[src/rtl/core/pshd_pkg.sv]
`default_nettype none

package pshd_pkg;

  // Palette size and the address width that follows from it.
  localparam int PALETTE_ENTRIES = 4096;
  localparam int PAL_AW          = $clog2(PALETTE_ENTRIES);
  localparam logic [15:0] IDX_MASK = 16'(PALETTE_ENTRIES - 1);

  // Channel widths.
  localparam int RGB_W   = 24;
  localparam int CODE_W  = 16;
  localparam int ATTR_W  = 16;
  localparam int PIDX_W  = 12;
  localparam int GAIN_W  = 16;
  localparam int PROD_W  = 18;
  localparam int CFG_IDX_W  = 3;
  localparam int CFG_DATA_W = 16;
  localparam int IN_DATA_W  = 72;

  // Q2.14 gain constants.
  localparam logic [GAIN_W-1:0] GAIN_ONE   = 16'h4000;
  localparam int                GAIN_SHIFT = 14;

  // Queue between the lookup front and the scaling back.
  localparam int QDEPTH  = 4;
  localparam int QPTR_W  = $clog2(QDEPTH);
  localparam int QCNT_W  = $clog2(QDEPTH + 1);

  typedef enum logic {
    CMD_PIXEL = 1'b0,
    CMD_WRITE = 1'b1
  } pshd_cmd_t;

  typedef enum logic [CFG_IDX_W-1:0] {
    CFG_SH_ATTR_SEL     = 3'd0,
    CFG_HI_ATTR_SEL     = 3'd1,
    CFG_SHADOW_GAIN     = 3'd2,
    CFG_HIGHLIGHT_GAIN  = 3'd3,
    CFG_FORCE_SHADOW    = 3'd4,
    CFG_FORCE_HIGHLIGHT = 3'd5,
    CFG_SKIP_TWO_BITS   = 3'd6
  } pshd_cfg_idx_t;

  // Which gain the back end applies; bit 1 is shadow, bit 0 is highlight.
  typedef enum logic [1:0] {
    GS_NONE      = 2'b00,
    GS_HIGHLIGHT = 2'b01,
    GS_SHADOW    = 2'b10,
    GS_BOTH      = 2'b11
  } pshd_gain_sel_t;

  typedef struct packed {
    logic [ATTR_W-1:0] sh_attr_sel;
    logic [ATTR_W-1:0] hi_attr_sel;
    logic [GAIN_W-1:0] shadow_gain;
    logic [GAIN_W-1:0] highlight_gain;
    logic [PROD_W-1:0] both_gain;
    logic              force_shadow;
    logic              force_highlight;
    logic              skip_two_bits;
  } pshd_cfg_t;

  typedef struct packed {
    logic [RGB_W-1:0] pen;
    pshd_gain_sel_t   sel;
  } pshd_item_t;

endpackage

`default_nettype wire

[src/rtl/core/pshd_regs.sv]
`default_nettype none

module pshd_regs (
  input  logic                             clk,
  input  logic                             rst_n,
  input  logic                             cfg_we,
  input  logic [pshd_pkg::CFG_IDX_W-1:0]   cfg_index,
  input  logic [pshd_pkg::CFG_DATA_W-1:0]  cfg_wdata,
  output pshd_pkg::pshd_cfg_t              cfg
);

  logic [pshd_pkg::ATTR_W-1:0] sh_attr_sel_r, sh_attr_sel_nxt;
  logic [pshd_pkg::ATTR_W-1:0] hi_attr_sel_r, hi_attr_sel_nxt;
  logic [pshd_pkg::GAIN_W-1:0] shadow_gain_r, shadow_gain_nxt;
  logic [pshd_pkg::GAIN_W-1:0] highlight_gain_r, highlight_gain_nxt;
  logic                        force_shadow_r, force_shadow_nxt;
  logic                        force_highlight_r, force_highlight_nxt;
  logic                        skip_two_bits_r, skip_two_bits_nxt;
  logic [pshd_pkg::PROD_W-1:0] both_gain_r;
  logic [31:0]                 gain_prod;

  // Register write decode.
  always_comb begin
    sh_attr_sel_nxt     = sh_attr_sel_r;
    hi_attr_sel_nxt     = hi_attr_sel_r;
    shadow_gain_nxt     = shadow_gain_r;
    highlight_gain_nxt  = highlight_gain_r;
    force_shadow_nxt    = force_shadow_r;
    force_highlight_nxt = force_highlight_r;
    skip_two_bits_nxt   = skip_two_bits_r;
    if (cfg_we) begin
      case (pshd_pkg::pshd_cfg_idx_t'(cfg_index))
        pshd_pkg::CFG_SH_ATTR_SEL:     sh_attr_sel_nxt     = cfg_wdata;
        pshd_pkg::CFG_HI_ATTR_SEL:     hi_attr_sel_nxt     = cfg_wdata;
        pshd_pkg::CFG_SHADOW_GAIN:     shadow_gain_nxt     = cfg_wdata;
        pshd_pkg::CFG_HIGHLIGHT_GAIN:  highlight_gain_nxt  = cfg_wdata;
        pshd_pkg::CFG_FORCE_SHADOW:    force_shadow_nxt    = cfg_wdata[0];
        pshd_pkg::CFG_FORCE_HIGHLIGHT: force_highlight_nxt = cfg_wdata[0];
        pshd_pkg::CFG_SKIP_TWO_BITS:   skip_two_bits_nxt   = cfg_wdata[0];
        default: ;
      endcase
    end
  end

  always_ff @(posedge clk) begin
    if (!rst_n) begin
      sh_attr_sel_r     <= '0;
      hi_attr_sel_r     <= '0;
      shadow_gain_r     <= pshd_pkg::GAIN_ONE;
      highlight_gain_r  <= pshd_pkg::GAIN_ONE;
      force_shadow_r    <= 1'b0;
      force_highlight_r <= 1'b0;
      skip_two_bits_r   <= 1'b0;
    end else begin
      sh_attr_sel_r     <= sh_attr_sel_nxt;
      hi_attr_sel_r     <= hi_attr_sel_nxt;
      shadow_gain_r     <= shadow_gain_nxt;
      highlight_gain_r  <= highlight_gain_nxt;
      force_shadow_r    <= force_shadow_nxt;
      force_highlight_r <= force_highlight_nxt;
      skip_two_bits_r   <= skip_two_bits_nxt;
    end
  end

  // Combined gain depends only on the two gain registers, so it is recomputed
  // continuously and is settled long before a pixel reaches the scaler.
  assign gain_prod = 32'(shadow_gain_r) * 32'(highlight_gain_r) + 32'd8192;

  always_ff @(posedge clk) begin
    both_gain_r <= gain_prod[pshd_pkg::GAIN_SHIFT +: pshd_pkg::PROD_W];
  end

  assign cfg.sh_attr_sel     = sh_attr_sel_r;
  assign cfg.hi_attr_sel     = hi_attr_sel_r;
  assign cfg.shadow_gain     = shadow_gain_r;
  assign cfg.highlight_gain  = highlight_gain_r;
  assign cfg.both_gain       = both_gain_r;
  assign cfg.force_shadow    = force_shadow_r;
  assign cfg.force_highlight = force_highlight_r;
  assign cfg.skip_two_bits   = skip_two_bits_r;

endmodule

`default_nettype wire

[config.mk]
export PLATFORM = sky130hd
export DESIGN_NAME = pshd_regs
export DESIGN_NICKNAME = d
export VERILOG_FILES = /design/src/rtl/core/pshd_pkg.sv /design/src/rtl/core/pshd_regs.sv
export SDC_FILE = /design/constraint.sdc
export NUM_CORES = 1
export LEC_CHECK = 0
export BUFFER_PORTS_ARGS = -buffer_cell sky130_fd_sc_hd__buf_2
export CAP_MARGIN = 20
export CORE_MARGIN = 10
export CORE_UTILIZATION = 55
export CTS_CLUSTER_DIAMETER = 30
export CTS_CLUSTER_SIZE = 40
export DETAILED_ROUTE_END_ITERATION = 6
export GPL_TIMING_DRIVEN = 1
export PLACE_DENSITY = 0.8
export RECOVER_POWER = 25
export SYNTH_ARGS = -nofsm -noshare
export SYNTH_HDL_FRONTEND = slang
export SYNTH_SLANG_ARGS = --single-unit
[constraint.sdc]
create_clock -name clk -period 7.47 [get_ports clk]
set_clock_uncertainty 0.15 [all_clocks]
set_input_delay 0.3735 -clock clk [delete_from_list [all_inputs] [get_ports clk]]
set_output_delay 0.3735 -clock clk [all_outputs]
set_load 0.02 [all_outputs]
* Word-level counts from Yosys, hierarchy flattened
Index checks and enable logic that the tools add are counted.
Storage, ports and cells: word-level logic and storage cells 24, bits in registers 85, input port bits 22, output and inout bits 85
Cells by class: add/sub/neg operators 1, eq/ne operators 6, reduce and logical (&&, ||, !) cells 8, multipliers 1
Operators by type and width (count):
- 32-bit by 14-bit adder with 32-bit output (second input constant) | 1
- 16-bit by 16-bit multiplier with 32-bit output | 1
- 2-bit AND reduction | 7
- 3-bit == test (second input constant) | 3
- 3-bit by 2-bit == test with 1-bit output (second input constant) | 2
- 3-bit by 1-bit == test with 1-bit output (second input constant) | 1
- 3-bit logical NOT | 1

* Logic depth before layout (Yosys ltp)
Gate-level depths: netlist of run 1.
word-level depth 2, depth in mapped cells 21, depth with buffers taken out 19

* Least setup slack after synthesis of run 1
OpenSTA, ideal clock, no wires.
path type register to register, start reg highlight_gain_r[8] (netlist bit), end reg both_gain_r[11] (netlist bit), stages on the path, launching flop included 20, arrival 5.806 ns, data required time 7.217 ns, path slack 1.410 ns, period minus slack after synthesis 6.060 ns, buffers on the path 2, library setup time 0.103 ns, cell sequence dfxtp_1 > clkbuf_1 > clkbuf_1 > nand2_1 > fa_1 > fa_1 > inv_1 > fa_1 > fa_1 > fa_1 > inv_1 > fa_1 > inv_1 > ha_1 > a21o_1 > a21o_1 > a21o_1 > a211o_1 > o211a_1 > a2111oi_2
Between the ends: cells in the longest elaborated chain, start to end 2
RTL lines:
- from (decl) | RTL line pshd_regs.sv:15 | logic [pshd_pkg::GAIN_W-1:0] highlight_gain_r, highlight_gain_nxt;
- from (signal assigned) | RTL line pshd_regs.sv:50 | highlight_gain_r <= pshd_pkg::GAIN_ONE;
- from (signal assigned) | RTL line pshd_regs.sv:58 | highlight_gain_r <= highlight_gain_nxt;
- 16-bit by 16-bit multiplier with 32-bit output | RTL line pshd_regs.sv:67 | assign gain_prod = 32'(shadow_gain_r) * 32'(highlight_gain_r) + 32'd8192;
- 32-bit by 14-bit adder with 32-bit output | RTL line pshd_regs.sv:67
- via gain_prod[25] | RTL line pshd_regs.sv:20 | logic [31:0] gain_prod;
- to (signal assigned) | RTL line pshd_regs.sv:70 | both_gain_r <= gain_prod[pshd_pkg::GAIN_SHIFT +: pshd_pkg::PROD_W];
- to (decl) | RTL line pshd_regs.sv:19 | logic [pshd_pkg::PROD_W-1:0] both_gain_r;
The timed path passes the listed nets, and every way through them passes these cells. A chain may end at the register's enable or synchronous reset.

* Worst setup path after layout of run 1
start reg highlight_gain_r[7] (netlist bit), end reg both_gain_r[17] (netlist bit)
Same word-level chain as after synthesis.

==> metrics.md, run 1 <==
| Metric | Value |
|---|---|
| Die area | `between 20,000 and 30,000 um^2` |
| Initial DRT Pass Iterations | `5` |
| Post-CTS sizing | `0` |
| Placeable Area | `about 20,000 um^2` |
| Outcome | `finished, violations left` |
| RSZ-0062 raised after global routing | `false` |
| Crit share post-route | `87.15%` |
| Gate power share | `11.7%` |
| Asr flop ratio synth | `0%` |
| Failing checks | `capacitance limit, slew limit` |
| Clock share of power | `42.9%` |
| Total GRT Usage | `21.03%` |
| Rel. slew slack | `-49.74%` |
| Max Transition Viols Final | `roughly 70` |
| Part of the power in registers | `45.3%` |
| Worst setup margin | `between 0.9 and 1 ns` |
| Initial Utilization | `between 50% and 60%` |
| Max clock buf depth | `2` |
| Initial antenna violation count | `0` |
| EDFF count, synth | `0` |
| I/O Pins | `~110` |
| Worst min path class | `input port to flop` |
| Avg Vias per Cell | `around 5.4` |
| DRC | `0` |
| DRT iter0 DRCs | `592` |
| Crit path DAT | `6.61 ns` |
| Most common cell after layout, fill and taps aside | `nand2_1` |
| Ys flop type | `dfxtp_1` |
| Postcts setup bufs | `0` |
| Worst r2r path cells | `19` |
| Worst setup SP type | `flop` |
| Final HPWL DP | `21,320 um` |
| Warnings, synthesis | `0` |
| Yosys reg bits | `85` |
| First-pass GRT wire length | `45,620 um` |
| Clock Pin Slew Worst Setup and Hold Paths | `0.08 ns` |
| CTS hold repair buffers | `0` |
| TritonCTS clock tree | `yes` |
| Post-Synthesis Cells | `1,282` |
| Power density cells | `between 80 and 90 nW/um^2` |
| Setup tns final | `0 ns` |
| CTS buffer count | `9` |
| FP Rows | `52` |
| DRT antenna net count | `0` |
| ANT cells | `0` |
| Slew @ Worst Pin | `2.246 ns` |
| Leakage power | `6.153 nW` |
| Fmax | `0.1536 GHz` |
| Setup violators final | `0` |
| Port bufs | `106` |
| Area Overhead vs Synth | `8.509%` |
| GPL Wtd Cong | `0.8852` |
| Final WL | `27,470 um` |
| Total of max-cap violations | `1` |
| Number of global-route vias before repair | `9,276` |
| Die H | `163.7 um` |
| Count of final hold-check violations | `0` |
| Mapped Area | `11,350 um^2` |
| Fin nets | `1,678` |
| CP Capture Type | `flop` |
| Hold Path Depth | `3` |
| Switch share | `30.09%` |
| P_sw | `0.3221 mW` |
| Worst path required time | `7.57 ns` |
| Clock sinks | `85` |
| Dpl ws | `between 1 and 1.5 ns` |
| Post-synthesis cell type count | `47` |
| Routed len/inst | `between 15 and 20 um` |
| Clock Tree Root | `clkbuf_16` |
| Routed vias | `8,859` |
| Largest net degree at the start of global routing | `68` |
| Critical path class | `flop to flop` |
| H-tree depth | `3` |
| Post-route minimum period | `~6.5 ns` |
| Syn_nets | `1,609` |
| Worst-path fanout max | `18` |
| GRT overflow | `0` |
| Most frequent cells in the layout | `265 x nand2_1, 220 x inv_1, 194 x fa_1` |
| Internal | `0.7484 mW` |
| Part of the Yosys area used for sequential elements | `~15%` |
| Layout cell share with drive strength beyond 1 | `7.153%` |
| Die Wd | `163.7 um` |
| Avg Cell Area, Syn | `8.855 um^2` |
| Clock Latency Late Sink | `0.35 ns` |
| Maximum vdd drop | `approximately 0.00012 V` |
==> cells in the mapped netlist (all sizes together), types with 2 or more instances <==
| cell type | instances | area share [%] |
|---|---|---|
| nand2b | 4 | 0.22 |
| a211o | 2 | 0.15 |
| nor3 | 6 | 0.26 |
| dfxtp | 85 | 15 |
| nand2 | 265 | 8.8 |
| mux2i | 4 | 0.35 |
| o21bai | 4 | 0.26 |
| nand3 | 11 | 0.48 |
| clkbuf | 54 | 1.8 |
| a211oi | 5 | 0.33 |
| and4 | 4 | 0.31 |
| ha | 111 | 12 |
| o21ai | 11 | 0.48 |
| buf | 4 | 0.24 |
| inv | 220 | 7.3 |
| o31ai | 2 | 0.13 |
| a21boi | 64 | 4.2 |
| nor2b | 6 | 0.33 |
| a21oi | 23 | 1.0 |
| nor2 | 11 | 0.36 |
| fa | 194 | 34 |
| o2111ai | 2 | 0.15 |
| and2 | 138 | 7.6 |
| xnor2 | 11 | 0.85 |
| a311oi | 3 | 0.23 |
| and3 | 6 | 0.34 |
| a221oi | 2 | 0.15 |
| o211a | 3 | 0.26 |
| xor2 | 3 | 0.23 |
| or3 | 2 | 0.11 |
| nand4 | 3 | 0.17 |
| a21o | 7 | 0.46 |
==> power by group through the flow <==
| stage | registers [mW] | logic [mW] | clock network, mW |
|---|---|---|---|
| 2_1_floorplan | 0.499 | 0.0716 | 0 |
| 3_3_place_gp | 0.494 | 0.124 | 0 |
| 3_5_place_dp | 0.495 | 0.127 | 0 |
| 4_1_cts | 0.484 | 0.128 | 0.467 |
| 5_1_grt | 0.487 | 0.140 | 0.484 |
| 6_report | 0.485 | 0.126 | 0.460 |
==> registers in the layout, summed over array words and instances (netlist names) <==
signal,cells
skip_two_bits_r,1
force_shadow_r,1
shadow_gain_r,16
both_gain_r,18
highlight_gain_r,16
sh_attr_sel_r,16
force_highlight_r,1
hi_attr_sel_r,16
==> layer usage <==
| layer | vias up | GRT usage, % | part of all wire (%) |
|---|---|---|---|
| li1 | 4069 | - | - |
| met1 | 4454 | 25.37 | 39 |
| met2 | 292 | 37.26 | 52 |
| met3 | 44 | 3.448 | 6.1 |
| met4 | 0 | 7.108 | 2.5 |
| met5 | - | 0 | 0 |
==> area by class of cell <==
cell class | instances | area [um^2]
clock buffers | 9 | 225.2
flip-flops and latches | 85 | 1702
clock inverters | 7 | 77.57
multi-input cells | 919 | 8594
repair buffers | 116 | 555.5
inverters | 220 | 825.8
well taps | 270 | 337.8
fillers | 1735 | 7981
==> stage by stage <==
stage	power, mW	utilization (%)	hold slack [ns]	cell area [um^2]	std cells
finish	1.071	60.68	0.1359	12320	1626
CTS	1.080	60.93	0.1317	12370	1626
global route	1.112	60.68	0.1646	12320	1626
global placement	0.6185	59.44	0.3014	12070	1610
detailed placement	0.6216	59.44	0.3082	12070	1610
floorplan	0.5704	-	0.3369	11350	1282
==> logic make-up after synthesis <==
| family | synth area share (%) |
|---|---|
| fa+ha+maj | 46.45 |
| flops | 14.99 |
| buf+inv | 9.302 |
| compound gates | 8.509 |
| mux | 0.4519 |
| simple gates | 19.22 |
| xor+xnor | 1.080 |
==> critical path, cell delays in order (launching register included) <==
cell	delay [ns]
dfxtp_1	0.86
nand2_1	0.17
fa_1	0.57
inv_1	0.05
fa_1	0.50
inv_1	0.06
fa_1	0.54
inv_1	0.06
fa_1	0.45
fa_1	0.49
inv_1	0.05
fa_1	0.47
inv_1	0.04
ha_1	0.36
and4_1	0.27
and4_1	0.20
o2111ai_1	0.26
a21o_1	0.33
a41o_1	0.25
a211oi_1	0.26
==> path summary, 6_finish.rpt <==
check                      start  slack (ns)                   end
max          highlight_gain_r[7]        0.96       both_gain_r[17]
min                cfg_wdata[14]        0.14  highlight_gain_r[14]
max reg2reg  highlight_gain_r[7]        0.96       both_gain_r[17]
min reg2reg     sh_attr_sel_r[2]        0.32      sh_attr_sel_r[2]
(Power assumes the default switching activity.)
==> run 2: changes to the inputs <==
Settings changed: ABC_AREA from default to 1, CTS_CLUSTER_SIZE 40 to default.
Clock period 7.47 ns to 7.9 ns, I/O delays scaled along.
==> metrics.md, run 2 <==
| Metric | Value |
|---|---|
| CTS buffer count | `9 (unchanged)` |
| Die Wd | `166.9 um (+2.0%)` |
| Most frequent cells in the layout | `392 x inv_1, 369 x nand2_1, 194 x fa_1` |
| ANT cells | `0 (unchanged)` |
| Max stage delay on crit path | `0.89 ns (+0.03 ns)` |
| Largest net degree at the start of global routing | `66 (-2.9%)` |
| Count leader, synth | `inv_1` |
| GPL Wtd Cong | `0.8871 (+0.21%)` |
| Clock Latency Late Sink | `0.36 ns (about the same)` |
| Syn_nets | `1,930 (+20%)` |
| Hold slack | `0.1589 ns (+0.02302 ns)` |
| Total GRT Usage | `22.72% (+1.7 points)` |
| Initial antenna violation count | `0 (unchanged)` |
| Synth top area share | `32.72% (-1.5 points)` |
| Fin nets | `1,971 (+17%)` |
| Initial DRT Pass Iterations | `5 (unchanged)` |
| Initial Utilization | `56.11% (+0.19 points)` |
| Worst setup margin | `1.758 ns (+0.7984 ns)` |
| DRT antenna net count | `0 (unchanged)` |
| Worst min path class | `input port to flop` |
| Dpl ws | `1.848 ns (+0.8015 ns)` |
| Avg Cell Area, Syn | `7.405 um^2 (-16%)` |
| Max Transition Viols Final | `66 (-2.9%)` |
| Routed vias | `10,090 (+14%)` |
| GRT overflow | `0 (unchanged)` |
| Most common cell after layout, fill and taps aside | `inv_1` |
| Total of max-cap violations | `1 (unchanged)` |
| Leakage power | `7.548 nW (+23%)` |
| Yosys reg bits | `85 (unchanged)` |
| Maximum vdd drop | `0.00008942 V (-22%)` |
| Worst path required time | `8.00 ns (+0.43 ns)` |
| Power density cells | `87.87 nW/um^2 (+1.1%)` |
| Count of final hold-check violations | `0 (unchanged)` |
| Cells along the critical path | `nand2_1 -> fa_1 -> inv_1 -> fa_1 -> inv_1 -> fa_1 -> inv_1 -> fa_1 -> fa_1 -> inv_1 -> fa_1 -> inv_1 -> ha_1 -> nand2_1 -> nor2_1 -> inv_1 -> nor3_1 -> nand3_1 -> nand3_1 -> nand2_1` |
| Post-CTS sizing | `0 (unchanged)` |
| Setup violators final | `0 (unchanged)` |
| Die H | `166.9 um (+2.0%)` |
| Dpl cell area | `12,450 um^2 (+3.2%)` |
| EDFF count, synth | `0 (unchanged)` |
| Port bufs | `106 (unchanged)` |
| Critical path class | `flop to flop` |
| Die area | `27,860 um^2 (+4.0%)` |
| Yosys top cell by area | `fa_1` |
| Slowest CP cell | `dfxtp_1` |
| First-pass GRT wire length | `52,380 um (+15%)` |
| Final HPWL DP | `24,120 um (+13%)` |
| Ys flop type | `dfxtp_1` |
| Worst setup SP type | `flop` |
| Final WL | `31,180 um (+14%)` |
| RSZ-0062 raised after global routing | `false` |
| Outcome | `finished, violations left` |
| Failing checks | `capacitance limit, slew limit` |
| Placeable Area | `21,150 um^2 (+4.2%)` |
| Post-route minimum period | `6.142 ns (-0.3684 ns)` |
| Number of global-route vias before repair | `10,650 (+15%)` |
| Largest register FFs | `18 (unchanged)` |
| Area Overhead vs Synth | `6.989%` |
| Design area | `12,700 um^2 (+3.1%)` |
| Postcts setup bufs | `0 (unchanged)` |
| Part of the Yosys area used for sequential elements | `14.34% (-0.65 points)` |
| Avg Vias per Cell | `5.245 (-3.7%)` |
| Worst-path fanout max | `18 (unchanged)` |
| Warnings, synthesis | `0 (unchanged)` |
| Post-synthesis cell type count | `31 (-34%)` |
| Layout cell share with drive strength beyond 1 | `6.428% (-0.73 points)` |
| Max clock buf depth | `2 (unchanged)` |
| FP Rows | `53 (+1.9%)` |
| DRC | `0 (unchanged)` |
| Routed len/inst | `16.21 um (-4.1%)` |
| I/O Pins | `107 (unchanged)` |
| Power consumption | `1.116 mW (+4.2%)` |
| Rel. slew slack | `-48.68% (+1.1 points)` |
| Setup tns final | `0 ns (unchanged)` |
| Largest register by flop count | `both_gain_r` |
| Clock Tree Root | `clkbuf_16` |
| Clock Pin Slew Worst Setup and Hold Paths | `0.08 ns (about the same)` |
| Slew @ Worst Pin | `2.230 ns (-0.01595 ns)` |
| Clock sinks | `85 (unchanged)` |
| Largest cells by area after synthesis | `fa_1 33%, dfxtp_1 14%, inv_1 12%` |
| Commonest cells in the netlist | `392 x inv_1, 369 x nand2_1, 194 x fa_1` |
| Post-Synthesis Cells | `1,603 (+25%)` |
| DRT iter0 DRCs | `887 (+50%)` |
| Fmax | `0.1628 GHz (+6.0%)` |
| Reg-to-reg setup timing slack | `1.76 ns (+0.80 ns)` |
| Crit share post-route | `77.75% (-9.4 points)` |
| CTS hold repair buffers | `0 (unchanged)` |
| H-tree depth | `3 (unchanged)` |
| TritonCTS clock tree | `yes` |
| Crit path DAT | `6.24 ns (-0.37 ns)` |
| CP Capture Type | `flop` |
| Mapped Area | `11,870 um^2 (+4.6%)` |
| Asr flop ratio synth | `0% (unchanged)` |
-- run 2: cell count changes after synthesis, moves of 16 or more --
cell      before  now
nand2_1      265  369
inv_1        220  392
a21oi_1       22   38
o21ai_0       11   83
nor2_1        11  171
nand3_1       11   30
a21boi_0      64    0
and2_1       138    0
clkbuf_1      54   71
-- run 2: cells by family after synthesis --
family / Yosys count / share of synthesized area (%)
fa+ha+maj: 305 / 44.42
buf+inv: 480 / 15.32
compound gates: 132 / 5.724
flops: 85 / 14.34
xor+xnor: 7 / 0.5165
simple gates: 594 / 19.69
-- run 2: report_power, final --
group / leakage [nW] / total [mW] / switching (mW) / internal, mW
clock network: 0.141 / 0.433 / 0.209 / 0.224
logic: 6.72 / 0.191 / 0.126 / 0.0648
registers: 0.692 / 0.492 / 0.0431 / 0.449
total: 7.55 / 1.12 / 0.378 / 0.738
-- run 2: through the flow --
step | cells | util [%]
floorplan | 1603 | -
global placement | 1908 | 58.86
detailed placement | 1908 | 58.86
CTS | 1924 | 60.27
global route | 1924 | 60.03
finish | 1924 | 60.03
-- run 2: cell type report --
type	count	area, um^2
sequential	85	1702
fill	1893	8454
inverter	402	1509
clock inverter	7	73.82
clock buffer	9	225.2
multi-input combinational	1038	8351
tap	275	344.1
timing repair buffer	108	495.5
-- run 2: worst paths after layout --
check	startpoint	end	depth (start not counted)
max	shadow_gain_r[7]	both_gain_r[11]	20
min	cfg_wdata[9]	sh_attr_sel_r[9]	3
max reg2reg	shadow_gain_r[7]	both_gain_r[11]	20
min reg2reg	force_highlight_r	force_highlight_r	2
-- run 2: layer usage --
layer	vias up	global-route usage (%)	wire length (um)
met3	89	2.542	2176
met2	415	40.14	15850
li1	4730	-	-
met1	4858	27.22	11970
met5	-	0	0
met4	0	9.927	1185
-- run 2: critical path: cells and delay by family (launching register included) --
family                   cells  cell delay, ns
AND/OR/NAND/NOR              7            1.19
adder cells (fa/ha/maj)      7            3.41
flip-flops                   1            0.89
buffers and inverters        6            0.40
